File: src/rtl/rrsq_pkg.sv
`timescale 1ns / 1ps

package rrsq_pkg;

  // Grid and value limits
  localparam int MAX_N      = 256;
  localparam int VALUE_BITS = 16;

  // Fixed field widths of the item ports
  localparam int ELEM_W  = 16;
  localparam int COORD_W = 9;
  localparam int SUM_W   = 32;

  // Derived storage widths
  localparam int ROW_W  = (MAX_N > 1) ? $clog2(MAX_N) : 1;
  localparam int ADDR_W = 2 * ROW_W;
  localparam int USE_W  = (VALUE_BITS < ELEM_W) ? VALUE_BITS : ELEM_W;
  localparam int PFX_W  = USE_W + ROW_W;
  localparam int DEPTH  = MAX_N * MAX_N;

  localparam logic [COORD_W-1:0] GRID_SIZE_RST = COORD_W'(256);

  // Request codes
  localparam logic REQ_LOAD  = 1'b0;
  localparam logic REQ_QUERY = 1'b1;

  typedef enum logic [1:0] {
    S_IDLE,
    S_RUN,
    S_DRAIN,
    S_FINISH
  } state_t;

  // Controller to datapath
  typedef struct packed {
    logic cfg_we;
    logic load;
    logic start;
    logic issue;
    logic post_ok;
    logic post_err;
  } cmd_t;

  // Datapath to controller
  typedef struct packed {
    logic query_ok;
    logic last_row;
    logic out_busy;
  } stat_t;

endpackage

File: src/rtl/rrsq_ctrl.sv
`timescale 1ns / 1ps

module rrsq_ctrl (
  input  logic           clk,
  input  logic           rst_n,
  input  logic           in_valid,
  input  logic           in_req_type,
  output logic           in_stall,
  input  logic           cfg_valid,
  output logic           cfg_ready,
  input  rrsq_pkg::stat_t stat,
  output rrsq_pkg::cmd_t  cmd
);
  import rrsq_pkg::*;

  state_t state_r;
  state_t state_nxt;
  logic   accept;

  always_ff @(posedge clk) begin
    if (!rst_n) begin
      state_r <= S_IDLE;
    end else begin
      state_r <= state_nxt;
    end
  end

  always_comb begin
    state_nxt = state_r;
    cmd       = '0;
    in_stall  = 1'b1;
    cfg_ready = 1'b0;
    accept    = 1'b0;
    case (state_r)
      S_IDLE: begin
        cfg_ready  = 1'b1;
        cmd.cfg_we = cfg_valid;
        // hold items while a register write lands; a query also needs a free output register
        in_stall   = cfg_valid || ((in_req_type == REQ_QUERY) && stat.out_busy);
        accept     = in_valid && !in_stall;
        if (accept && in_req_type == REQ_LOAD) begin
          cmd.load = 1'b1;
        end else if (accept) begin
          if (stat.query_ok) begin
            cmd.start = 1'b1;
            state_nxt = S_RUN;
          end else begin
            cmd.post_err = 1'b1;
          end
        end
      end
      S_RUN: begin
        cmd.issue = 1'b1;
        if (stat.last_row) begin
          state_nxt = S_DRAIN;
        end
      end
      S_DRAIN: begin
        // last row's read data is summed this cycle
        state_nxt = S_FINISH;
      end
      S_FINISH: begin
        if (!stat.out_busy) begin
          cmd.post_ok = 1'b1;
          state_nxt   = S_IDLE;
        end
      end
      default: begin
        state_nxt = S_IDLE;
      end
    endcase
  end

endmodule

File: config.mk
export PLATFORM = sky130hd
export DESIGN_NAME = rrsq_ctrl
export DESIGN_NICKNAME = d
export VERILOG_FILES = /design/src/rtl/rrsq_pkg.sv /design/src/rtl/rrsq_ctrl.sv
export SDC_FILE = /design/constraint.sdc
export NUM_CORES = 1
export LEC_CHECK = 0
export BUFFER_PORTS_ARGS = -buffer_cell sky130_fd_sc_hd__buf_2
export CAP_MARGIN = 20
export CORE_AREA = 5 5 42 44
export CTS_BUF_LIST = sky130_fd_sc_hd__clkbuf_8
export DETAILED_ROUTE_END_ITERATION = 8
export DIE_AREA = 0 0 47 49
export GPL_ROUTABILITY_DRIVEN = 1
export GPL_TIMING_DRIVEN = 0
export SLEW_MARGIN = 15
export SYNTH_ARGS = -nofsm -noshare
export SYNTH_HDL_FRONTEND = slang
export SYNTH_SLANG_ARGS = --single-unit
File: constraint.sdc
create_clock -name clk -period 2.9 [get_ports clk]
set_input_delay 0.87 -clock clk [delete_from_list [all_inputs] [get_ports clk]]
set_output_delay 0.87 -clock clk [all_outputs]
set_load 0.03 [all_outputs]
### Yosys cells after proc, flatten, opt, wreduce, memory -nomap -nowiden

Index checks and enable logic that the tools add are counted.
Widths: inputs -> output; s select.

| cells by class | value |
|---|---|
| equality and inequality tests | 8 |
| multiplexer cells | 20 |
| bitwise operators | 1 |
| reductions and logical operators | 7 |

Operator list:

| cell | number |
|---|---|
| $mux 1 | 13 |
| $mux 2 | 5 |
| $ne 2x2->1 const B | 5 |
| $pmux 2 s4 | 1 |
| $reduce_and 5->1 | 1 |
| $eq 2x2->1 const B | 2 |
| $logic_and 1x1->1 | 3 |
| $mux 3 | 1 |
| $eq 2x1->1 const B | 1 |
| $logic_not 2->1 | 1 |
| $logic_not 1->1 | 1 |
| $logic_or 1x1->1 | 1 |
| $not 1->1 | 1 |

| word-level totals | value |
|---|---|
| bits in registers | 2 |
| input port bits | 8 |
| logic and storage cells | 37 |

### Logic depth before layout (Yosys ltp)

| logic depth | value |
|---|---|
| word-level depth | 7 |
| gate-level depth with buffers | 5 |
| mapped depth without buffers | 5 |

### Least setup slack after synthesis

No wires, ideal clock.

| path | value |
|---|---|
| path kind | input -> output |
| start | in cfg_valid |
| end | out cmd[0] in the netlist's numbering |
| arrival time | 2.105 ns |
| data required time | 2.030 ns |
| slack | -0.075 ns |
| stages | 2 |
| buffers on the path | 0 |
| cells stage by stage | nand3b_1 > nor4b_1 |

RTL lines:

| item | line | source |
|---|---|---|
| start, declared | rrsq_ctrl.sv:9 | `input logic cfg_valid,` |
| end, declared | rrsq_ctrl.sv:12 | `output rrsq_pkg::cmd_t cmd` |

==> flow_summary.ini <==
[synth]
synth_area_leaders = ha_1, dfxtp_1, a2111oi_4
synth_top_flop_cell = dfxtp_1
synth_top_cell_area_share = 0.224
synth.avg_cell_area_sq_um = 9.62
synth_edf_count = 0
syn_inst = 29
synth_top_cell_by_area = ha_1
async_flop_share = 0
post_synth_most_frequent_cells = ha_1, nand2_1, inv_1
yosys_warnings = 0
ys_types = 14
synth_nets = 42
yosysMostFrequentCell = ha_1
ys_ff_latch = 2
synth_area_sq_um = 279
yosysSeqAreaShare = 0.143

[timing]
finalCriticalPeriod_ns = 2.57
setup_ws_ns = 0.333
slew_viol_final = 0
skew_ns = 0.00111
hold_violations = 0
max_slew_margin = 0.785
tightestPinTransition_ns = 0.323
finalSetupViolCount = 0
fmax_ghz = 0.390
rsz0062_at_grt = no
final.period_utilization = 0.885

[power]
p_total_uw = 180
ir_worst_vdd_mv = 0.332
power.density_nw_per_um2 = 434
p_int_uw = 134
p_clk_frac = 0.590
share_comb_of_total_power = 0.243
swShare = 0.258
seqPwrFrac = 0.166
p_leak_uw = 0.000189
switchingPower_uw = 46.4

[flow_run]
maxCapViolCount = 0

[floorplan]
die_w_um = 47
ios = 16
fp.coreArea_sq_um = 1400
die_h_um = 49
dieArea_sq_um = 2300
rows = 14
initial_core_util = 0.199

[drt]
post-route-drc-count = 0
vias_per_cell = 4.24
dr.pass1.iters = 1
detail_route.wl_per_cell_um = 10.0
totalWireLength_um = 631
vias = 267
drt_iter0_markers = 0
antenna_left = 0

[worst_setup_path]
required_ns = 2.03
critPathCaptureType = output port
critPathKind = in -> out
startpoint_type = primary input
critPathArrivalTime_ns = 1.70
crit_fanout = 4

[finish]
area_growth_pct = 48.9
postLayoutCoreUtil = 0.296
antenna_cells = 0
fin_area_sq_um = 415
finalNetCount = 62
reg.largest.list = state_r: 2 flops
drive_gt1_frac = 0.447
largest_reg_flops = 2
top_register = state_r

[global_routing]
antenna_found_initial = 0
grt_start_max_net_pins = 7
gr-total-overflow = 0
grt_pass1_wl_um = 1130
grt_usage = 0.0661
grt_pass1_vias = 263

[clocking]
h-tree-depth = 1
clk-insertion-delay-late_ns = 0.21
clk_pin_slew_ns = 0.03
clk_path_buf_depth = 2
cts_buffers = 3
cts_tree = yes
cts-root-buf = clkbuf_8
cts_resized = 0
clock_sinks = 2
hold_buffers = 0
postCtsSetupBuffers = 0

[place]
routabilityCongestion = 0.681
dpl_worst_slack_ns = 0.352
place_area_sq_um = 374
io_buffers = 15

[status]
status = finished clean

[hold_path]
hp-class = reg -> reg
## power by group through the flow
| stage | logic (uW) | registers (uW) | clock network, uW |
|---|---|---|---|
| finish | 43.8 | 29.9 | 106 |
| global route | 47.8 | 30.1 | 114 |
| CTS | 44.8 | 30.0 | 110 |
| detailed placement | 44.5 | 30.3 | 0 |
| global placement | 44.0 | 30.3 | 0 |
| floorplan | 29.6 | 30.0 | 0 |
## layout make-up
type / instances / area [sq um]
multi-input combinational: 24 / 228
fill: 159 / 986
clock buffer: 3 / 41.3
tap: 16 / 20.0
timing repair buffer: 15 / 75.1
inverter: 3 / 11.3
sequential: 2 / 40.0
## final timing paths
check | startpoint | slack [ns] | to | depth (start not counted)
max reg2reg | state_r[1]$_SDFFE_PN0P_ | 1.36 | state_r[0]$_SDFFE_PN0P_ | 5
max | cfg_valid | 0.33 | cmd[0] | 4
min | state_r[0]$_SDFFE_PN0P_ | 0.50 | state_r[0]$_SDFFE_PN0P_ | 2
min reg2reg | state_r[0]$_SDFFE_PN0P_ | 0.50 | state_r[0]$_SDFFE_PN0P_ | 2
## kinds of logic (layout without fill, tap and decap cells)
kind of cell	Yosys count	count (layout)	synth area share
simple gates	15	15	0.404
buf+inv	3	21	0.0404
flops	2	2	0.144
mux	2	2	0.0718
compound gates	2	2	0.117
fa+ha+maj	5	5	0.224
## worst max-delay path: stages
cell	delay [ns]
buf_2	0.12
nand3b_1	0.19
nor4b_1	0.27
buf_2	0.25
## metal layers
layer | routed length, um | part of all wire | global-route usage | vias to the layer above
met5 | 0 | 0 | 0 | -
met4 | 0 | 0 | 0.0276 | 0
met3 | 83 | 0.13 | 0.0443 | 0
met2 | 274 | 0.43 | 0.0950 | 12
met1 | 274 | 0.43 | 0.0744 | 117
li1 | - | - | - | 138
## stage by stage
| step | setup TNS [ns] | hold slack, ns | cells |
|---|---|---|---|
| final | 0 | 0.502 | 63 |
| after global routing | 0 | 0.544 | 63 |
| after CTS | 0 | 0.509 | 63 |
| after detailed placement | 0 | 0.505 | 60 |
| after global placement | 0 | 0.501 | 60 |
| after floorplan | -0.150 | 0.468 | 29 |
## placed cells by master, fill, tap and decap left out, types with 2 or more instances in the layout
master and instances:
and2_1 2, buf_2 15, clkbuf_8 3, dfxtp_1 2, ha_1 5, inv_1 3, mux2i_1 2, nand2_1 4
nand3b_1 2, nor2b_1 2, nor4b_1 2
(Power assumes the default switching activity.)
